==> config.mk <==
export PLATFORM = sky130hd
export DESIGN_NAME = lbvs_ctrl
export DESIGN_NICKNAME = d
export VERILOG_FILES = /design/src/sv/lbvs_pkg.sv /design/src/sv/lbvs_ctrl.sv
export SDC_FILE = /design/constraint.sdc
export NUM_CORES = 1
export LEC_CHECK = 0
export BUFFER_PORTS_ARGS = -buffer_cell sky130_fd_sc_hd__buf_2
export CELL_PAD_IN_SITES_DETAIL_PLACEMENT = 1
export CELL_PAD_IN_SITES_GLOBAL_PLACEMENT = 2
export CORE_ASPECT_RATIO = 1.2
export CORE_MARGIN = 3
export CORE_UTILIZATION = 29
export CTS_CLUSTER_SIZE = 25
export DETAILED_ROUTE_END_ITERATION = 10
export HOLD_SLACK_MARGIN = 0.03
export PLACE_DENSITY = 0.84
export SYNTH_ARGS = -nofsm -noshare
export SYNTH_HDL_FRONTEND = slang
export SYNTH_SLANG_ARGS = --single-unit
export TNS_END_PERCENT = 100
==> constraint.sdc <==
create_clock -name clk -period 3.5 [get_ports clk]
set_input_delay 0.175 -clock clk [delete_from_list [all_inputs] [get_ports clk]]
set_output_delay 0.175 -clock clk [all_outputs]
set_load 0.1 [all_outputs]
==> src/sv/lbvs_pkg.sv <==
`timescale 1ns / 1ps
// Shared types and codes for the linear blend skinning block.
// No dependencies; used by every other file of the block but lbvs_div.
package lbvs_pkg;

    localparam logic ACT_PALETTE   = 1'b0;
    localparam logic ACT_INFLUENCE = 1'b1;

    localparam logic [1:0] CFG_BONES = 2'd0;
    localparam logic [1:0] CFG_NORM  = 2'd1;
    localparam logic [1:0] CFG_NRM   = 2'd2;

    localparam logic [1:0] ST_SKINNED  = 2'd0;
    localparam logic [1:0] ST_PASS     = 2'd1;
    localparam logic [1:0] ST_BAD_BONE = 2'd2;

    localparam int S_DATA_W = 256;
    localparam int M_DATA_W = 200;
    localparam int CFG_W    = 9;

    typedef struct packed {
        logic       take;
        logic       issue;
        logic [1:0] col;
        logic [1:0] row;
        logic       decide;
        logic       div_start;
        logic       div_nrm;
        logic [1:0] comp;
        logic       store_pos;
        logic       store_nrm;
        logic       nrm_load;
        logic       nrm_shift;
        logic       sq_step;
        logic       sqrt_step;
        logic [4:0] cnt;
        logic       clear;
    } lbvs_cmd_t;

    typedef struct packed {
        logic hit;
        logic pipe_idle;
        logic wt_zero;
        logic err;
        logic norm_w;
        logic nrm_en;
        logic div_done;
        logic m_zero;
        logic m_ok;
    } lbvs_sts_t;

endpackage

==> src/sv/lbvs_ctrl.sv <==
`timescale 1ns / 1ps
// Controller state machine: palette fetch, drain, vertex finishing steps
// and result handoff. Uses lbvs_pkg command and status types.
module lbvs_ctrl (
    input  logic                clk,
    input  logic                rst_n,
    input  logic                s_tvalid,
    input  logic                s_action,
    input  logic                s_last,
    input  logic                m_tready,
    input  lbvs_pkg::lbvs_sts_t sts,
    output logic                s_tready,
    output logic                m_tvalid,
    output lbvs_pkg::lbvs_cmd_t cmd
);

    localparam logic [3:0] S_IDLE      = 4'd0;
    localparam logic [3:0] S_FETCH     = 4'd1;
    localparam logic [3:0] S_DRAIN     = 4'd2;
    localparam logic [3:0] S_DECIDE    = 4'd3;
    localparam logic [3:0] S_PDIV_GO   = 4'd4;
    localparam logic [3:0] S_PDIV_WAIT = 4'd5;
    localparam logic [3:0] S_NLOAD     = 4'd6;
    localparam logic [3:0] S_NSHIFT    = 4'd7;
    localparam logic [3:0] S_NSQ       = 4'd8;
    localparam logic [3:0] S_NSQRT     = 4'd9;
    localparam logic [3:0] S_NDIV_GO   = 4'd10;
    localparam logic [3:0] S_NDIV_WAIT = 4'd11;
    localparam logic [3:0] S_OUT       = 4'd12;

    logic [3:0] state_reg, state_next;
    logic [4:0] cnt_reg, cnt_next;
    logic [1:0] comp_reg, comp_next;
    logic       last_reg, last_next;

    always_comb
    begin
        state_next = state_reg;
        cnt_next   = cnt_reg;
        comp_next  = comp_reg;
        last_next  = last_reg;
        cmd        = '0;
        cmd.comp   = comp_reg;
        cmd.cnt    = cnt_reg;
        cmd.col    = cnt_reg[1:0];
        cmd.row    = cnt_reg[3:2];
        s_tready   = 1'b0;
        m_tvalid   = 1'b0;
        unique case (state_reg)
            S_IDLE:
            begin
                s_tready = 1'b1;
                cmd.take = s_tvalid;
                if (s_tvalid && (s_action == lbvs_pkg::ACT_INFLUENCE))
                begin
                    last_next = s_last;
                    if (sts.hit)
                    begin
                        cnt_next   = '0;
                        state_next = S_FETCH;
                    end
                    else if (s_last)
                        state_next = S_DECIDE;
                end
            end
            S_FETCH:
            begin
                cmd.issue = 1'b1;
                cnt_next  = cnt_reg + 5'd1;
                if (cnt_reg == 5'd11)
                    state_next = S_DRAIN;
            end
            S_DRAIN:
            begin
                if (sts.pipe_idle)
                    state_next = last_reg ? S_DECIDE : S_IDLE;
            end
            S_DECIDE:
            begin
                cmd.decide = 1'b1;
                comp_next  = '0;
                if (sts.wt_zero || sts.err)
                    state_next = S_OUT;
                else if (sts.norm_w)
                    state_next = S_PDIV_GO;
                else if (sts.nrm_en)
                    state_next = S_NLOAD;
                else
                    state_next = S_OUT;
            end
            S_PDIV_GO:
            begin
                cmd.div_start = 1'b1;
                state_next    = S_PDIV_WAIT;
            end
            S_PDIV_WAIT:
            begin
                if (sts.div_done)
                begin
                    cmd.store_pos = 1'b1;
                    if (comp_reg == 2'd2)
                        state_next = sts.nrm_en ? S_NLOAD : S_OUT;
                    else
                    begin
                        comp_next  = comp_reg + 2'd1;
                        state_next = S_PDIV_GO;
                    end
                end
            end
            S_NLOAD:
            begin
                cmd.nrm_load = 1'b1;
                state_next   = S_NSHIFT;
            end
            S_NSHIFT:
            begin
                if (sts.m_zero)
                    state_next = S_OUT;
                else if (sts.m_ok)
                begin
                    comp_next  = '0;
                    state_next = S_NSQ;
                end
                else
                    cmd.nrm_shift = 1'b1;
            end
            S_NSQ:
            begin
                cmd.sq_step = 1'b1;
                if (comp_reg == 2'd2)
                begin
                    cnt_next   = '0;
                    state_next = S_NSQRT;
                end
                else
                    comp_next = comp_reg + 2'd1;
            end
            S_NSQRT:
            begin
                cmd.sqrt_step = 1'b1;
                cnt_next      = cnt_reg + 5'd1;
                if (cnt_reg == 5'd31)
                begin
                    comp_next  = '0;
                    state_next = S_NDIV_GO;
                end
            end
            S_NDIV_GO:
            begin
                cmd.div_start = 1'b1;
                cmd.div_nrm   = 1'b1;
                state_next    = S_NDIV_WAIT;
            end
            S_NDIV_WAIT:
            begin
                cmd.div_nrm = 1'b1;
                if (sts.div_done)
                begin
                    cmd.store_nrm = 1'b1;
                    if (comp_reg == 2'd2)
                        state_next = S_OUT;
                    else
                    begin
                        comp_next  = comp_reg + 2'd1;
                        state_next = S_NDIV_GO;
                    end
                end
            end
            S_OUT:
            begin
                m_tvalid = 1'b1;
                if (m_tready)
                begin
                    cmd.clear  = 1'b1;
                    state_next = S_IDLE;
                end
            end
            default:
            begin
                state_next = S_IDLE;
            end
        endcase
    end

    always_ff @(posedge clk or negedge rst_n)
    begin
        if (!rst_n)
        begin
            state_reg <= S_IDLE;
            cnt_reg   <= '0;
            comp_reg  <= '0;
            last_reg  <= 1'b0;
        end
        else
        begin
            state_reg <= state_next;
            cnt_reg   <= cnt_next;
            comp_reg  <= comp_next;
            last_reg  <= last_next;
        end
    end

endmodule

Word-level counts from Yosys, hierarchy flattened
Index checks and enable logic that the tools add are counted.
{"block": "word_totals", "regBits": 12, "in_bits": 15, "output_inout_bits": 25, "elab_cells": 95}
{"block": "op_classes", "n_addsub": 2, "eq_ne": 29, "mux": 47, "n_reduce_logical": 13}
{"operator": "4-bit 2-to-1 mux", "count": 16}
{"operator": "4-bit one-hot mux with 13 select lines", "count": 1}
{"operator": "2-bit != test (second input constant)", "count": 11}
{"operator": "4-bit equality test (second input constant)", "count": 5}
{"operator": "1-bit 2-to-1 mux", "count": 18}
{"operator": "4-bit by 3-bit equality test with 1-bit output (second input constant)", "count": 4}
{"operator": "5-bit 2-to-1 mux", "count": 3}
{"operator": "5-bit one-hot mux with 3 select lines", "count": 1}
{"operator": "2-bit 2-to-1 mux", "count": 6}
{"operator": "2-bit one-hot mux with 5 select lines", "count": 1}
{"operator": "10-bit AND reduction", "count": 1}
{"operator": "4-bit by 2-bit equality test with 1-bit output (second input constant)", "count": 2}
{"operator": "2-bit OR reduction", "count": 4}
{"operator": "3-bit != test (second input constant)", "count": 2}
{"operator": "5-bit by 1-bit adder with 5-bit output (second input constant)", "count": 1}
{"operator": "5-bit by 4-bit equality test with 1-bit output (second input constant)", "count": 1}
{"operator": "5-bit equality test (second input constant)", "count": 1}
{"operator": "5-bit AND reduction", "count": 1}
{"operator": "5-bit nonzero test", "count": 1}
{"operator": "4-bit by 1-bit equality test with 1-bit output (second input constant)", "count": 1}
{"operator": "4-bit zero test", "count": 1}
{"operator": "4-bit AND reduction", "count": 1}
{"operator": "3-bit 2-to-1 mux", "count": 1}
{"operator": "3-bit nonzero test", "count": 1}
{"operator": "other kinds (6)", "count": 6}

Depth between registers and ports, before layout
{"block": "logic_depth", "ltp_word": 4, "mapped_depth": 8, "mapped_depth_nobuf": 7}

Worst setup path before layout
Ideal clock, no wire load.
{"block": "synth_timing", "path_type": "register -> register", "start": "reg state_reg[0]", "end": "reg last_reg", "setup_ps": 125, "t_arrival_ps": 4977, "required_ps": 3375, "slack_ps": -1602, "path_stages_with_launch": 5, "path_buffers": 0, "synth_period_minus_slack_ps": 5102, "cell_sequence": "dfrtp_1 nor4_1 and2_1 nand2_1 mux2_2"}
{"block": "synth_between", "elab_chain_len": 2}
{"item": "start: declaration", "line": "lbvs_ctrl.sv:31", "source": "logic [3:0] state_reg, state_next;"}
{"item": "start signal: assignment", "line": "lbvs_ctrl.sv:196", "source": "state_reg <= state_next;"}
{"item": "4-bit zero test", "line": "lbvs_ctrl.sv:49", "source": "unique case (state_reg)"}
{"item": "2-bit AND reduction (no line)"}
{"item": "end signal: assignment", "line": "lbvs_ctrl.sv:199", "source": "last_reg <= last_next;"}
{"item": "end: declaration", "line": "lbvs_ctrl.sv:34", "source": "logic last_reg, last_next;"}
No other way between the ends.
A chain may end at the register's enable or synchronous reset.

==> run metrics <==
Yosys cell types 39; gr ovfl total 0; warnings from Yosys 0; Startpoint Class flop; commonest cells after routing, fill and taps aside 39 x buf_2, 12 x dfrtp_1, 11 x nor2_1, 8 x nand2_1; Reg2Reg Capture Point state_reg[1]; Critical Path Sink cmd[15]; RSZ-0062 raised after global routing false; area grow syn2layout 24.5%; status finished clean; worst setup margin 1.01 ns; largest net degree at the start of global routing 26; Crit Path Class flop to output port; Slew Viols, Final 0; clk sink count 12; Clock Latency Late Sink between 0.2 and 0.25 ns; reg-to-reg startpoint state_reg[0]; Final Cycle Share 71.1%; first-pass GRT wire length 5190 um; Via density 5.42; Port Buffers 39; fin cells 193; Longest Clk Path Bufs 2; Final Setup Violations 0; CTS root buf clkbuf_8; number of global-route vias before repair 1091; First DRT Iteration DRCs 32; Die H between 70 and 80 um; Tmin final approximately 2.5 ns; Post-Synthesis Mean Instance Area 8.50 um2; CTS clk-pin slew, worst paths 0.06 ns; Register-to-Register Path Depth 5; TritonCTS buffer count 3; worst path arrival time 2.31 ns; Die ar. 0.00443 mm2; crit end category output port; clk_skew 0.000998 ns; Starting Density a little over 30%; CP required 3.32 ns; worst-margin pin slew 0.785 ns; slew margin rel. 47.7%; Fill cells 430; register area share after synthesis 28.3%; I/O Pins 40; post-CTS sizing 0; critical path fanouts, max 25; R2R Setup Slk 1.04 ns; Setup crit start state_reg[2]; Hold Vio Cnt, Final 0; Synth Register Bits 12; Worst Hold Class primary input to flop; Initial DRT Pass Iterations 3; Tot GR Track Use 15.5%; post-synthesis cell count roughly 130; WL/cell 16.1 um; Largest register FFs 5; cell count after placement roughly 190; CTS tree built; Floorplan Core Area 0.00342 mm2; Max-Cap Viols 0; fraction of layout cells with a size suffix above 1 38.5%; initial antenna violation count 0; DR vias 1046; mapped cell area 0.00106 mm2; commonest non-fill, non-tap cell in the layout buf_2; Post-CTS Setup Repair Bufs 0; cts hold-fix bufs 1; chip width about 61 um; n_diodes 0; dpl ws 1.06 ns; DRC viols 0; row count 23; Syn Nets 144; nets@finish 176; fmax 0.402 GHz; Routed WL 3100 um; H-tree depth 1; DRT antenna net count 0; DP HPWL approximately 2400 um; final RePlAce weighted congestion 0.744
==> per-stage QoR <==
step | setup TNS [ns] | instance area, um2 | hold WS (ns) | util [%]
after floorplan | -0.263 | 1090 | -0.121 | -
after global placement | 0 | 1260 | 0.0732 | 36.7
after detailed placement | 0 | 1260 | 0.0773 | 36.7
after CTS | 0 | 1320 | 0.172 | 38.6
after global routing | 0 | 1320 | 0.191 | 38.6
final | 0 | 1320 | 0.178 | 38.6
==> how the worst min path moves through the flow <==
stage                      start          end  slack [ns]  cells after the start
final                     s_last     last_reg        0.18                      2
after global routing      s_last     last_reg        0.19                      2
after CTS                 s_last     last_reg        0.17                      2
after detailed placement   rst_n  comp_reg[0]        0.08                      1
after global placement     rst_n  comp_reg[0]        0.07                      1
after floorplan            rst_n   cnt_reg[0]       -0.12                      0
==> Yosys cell counts <==
| cell type | n | area (um2) |
|---|---|---|
| a211o_1 | 1 | 8.76 |
| a211oi_1 | 2 | 15.0 |
| a21o_1 | 1 | 7.51 |
| a21oi_1 | 3 | 15.0 |
| a22o_1 | 6 | 52.6 |
| a311oi_1 | 1 | 8.76 |
| a32o_1 | 1 | 10.0 |
| and2_0 | 1 | 6.26 |
| and2_1 | 3 | 18.8 |
| and3_1 | 2 | 12.5 |
| buf_2 | 3 | 15.0 |
| buf_4 | 6 | 45.0 |
| clkbuf_1 | 4 | 15.0 |
| dfrtp_1 | 12 | 300 |
| ha_1 | 4 | 50.1 |
| inv_1 | 4 | 15.0 |
| mux2_2 | 4 | 45.0 |
| mux2_4 | 4 | 60.1 |
| nand2_1 | 8 | 30.0 |
| nand2b_1 | 5 | 31.3 |
| nand3_1 | 3 | 15.0 |
| nand3b_1 | 1 | 7.51 |
| nor2_1 | 11 | 41.3 |
| nor2b_1 | 2 | 12.5 |
| nor3_1 | 8 | 40.0 |
| nor3b_1 | 3 | 22.5 |
| nor4_1 | 2 | 12.5 |
| nor4b_1 | 3 | 26.3 |
| o21ai_0 | 4 | 20.0 |
| o21ai_1 | 2 | 10.0 |
| o21bai_1 | 1 | 7.51 |
| o221ai_1 | 1 | 8.76 |
| o22ai_1 | 2 | 12.5 |
| o31ai_2 | 1 | 12.5 |
| o32a_1 | 1 | 10.0 |
| or2_2 | 2 | 12.5 |
| or2b_1 | 1 | 7.51 |
| or4_1 | 1 | 7.51 |
| or4b_4 | 1 | 13.8 |
==> worst max-delay path, stage by stage, from the launching register on <==
cell,delay (ns)
dfrtp_1,0.85
nor3b_1,0.45
a21o_1,0.18
nor2b_1,0.14
buf_2,0.44
==> area by class of cell <==
| cell class | count | area, um2 | share of cell area, % |
|---|---|---|---|
| multi-input combinational | 96 | 701 | 53.0 |
| sequential | 12 | 300 | 22.7 |
| timing repair buffer | 40 | 205 | 15.5 |
| clock buffer | 4 | 55.1 | 4.16 |
| tap | 37 | 46.3 | 3.50 |
| inverter | 4 | 15.0 | 1.14 |
==> per-layer routing <==
| metal | vias up | global-route usage (%) | share of wire, % |
|---|---|---|---|
| li1 | 511 | - | - |
| met1 | 508 | 19.6 | 42 |
| met2 | 22 | 26.0 | 53 |
| met3 | 5 | 2.31 | 3.7 |
| met4 | 0 | 5.78 | 1.5 |
| met5 | - | 0 | 0 |
==> kinds of logic after synthesis <==
| kind of cell | synth area share (%) |
|---|---|
| and+or+nand+nor | 29.9 |
| AOI/OAI and AO/OA | 18.7 |
| buffers and inverters | 8.48 |
| DFF | 28.3 |
| muxes | 9.89 |
| adders and majority gates | 4.71 |
Power is not shown: default switching activity piles up to over one toggle a cycle in this logic, so the estimate is an artifact.
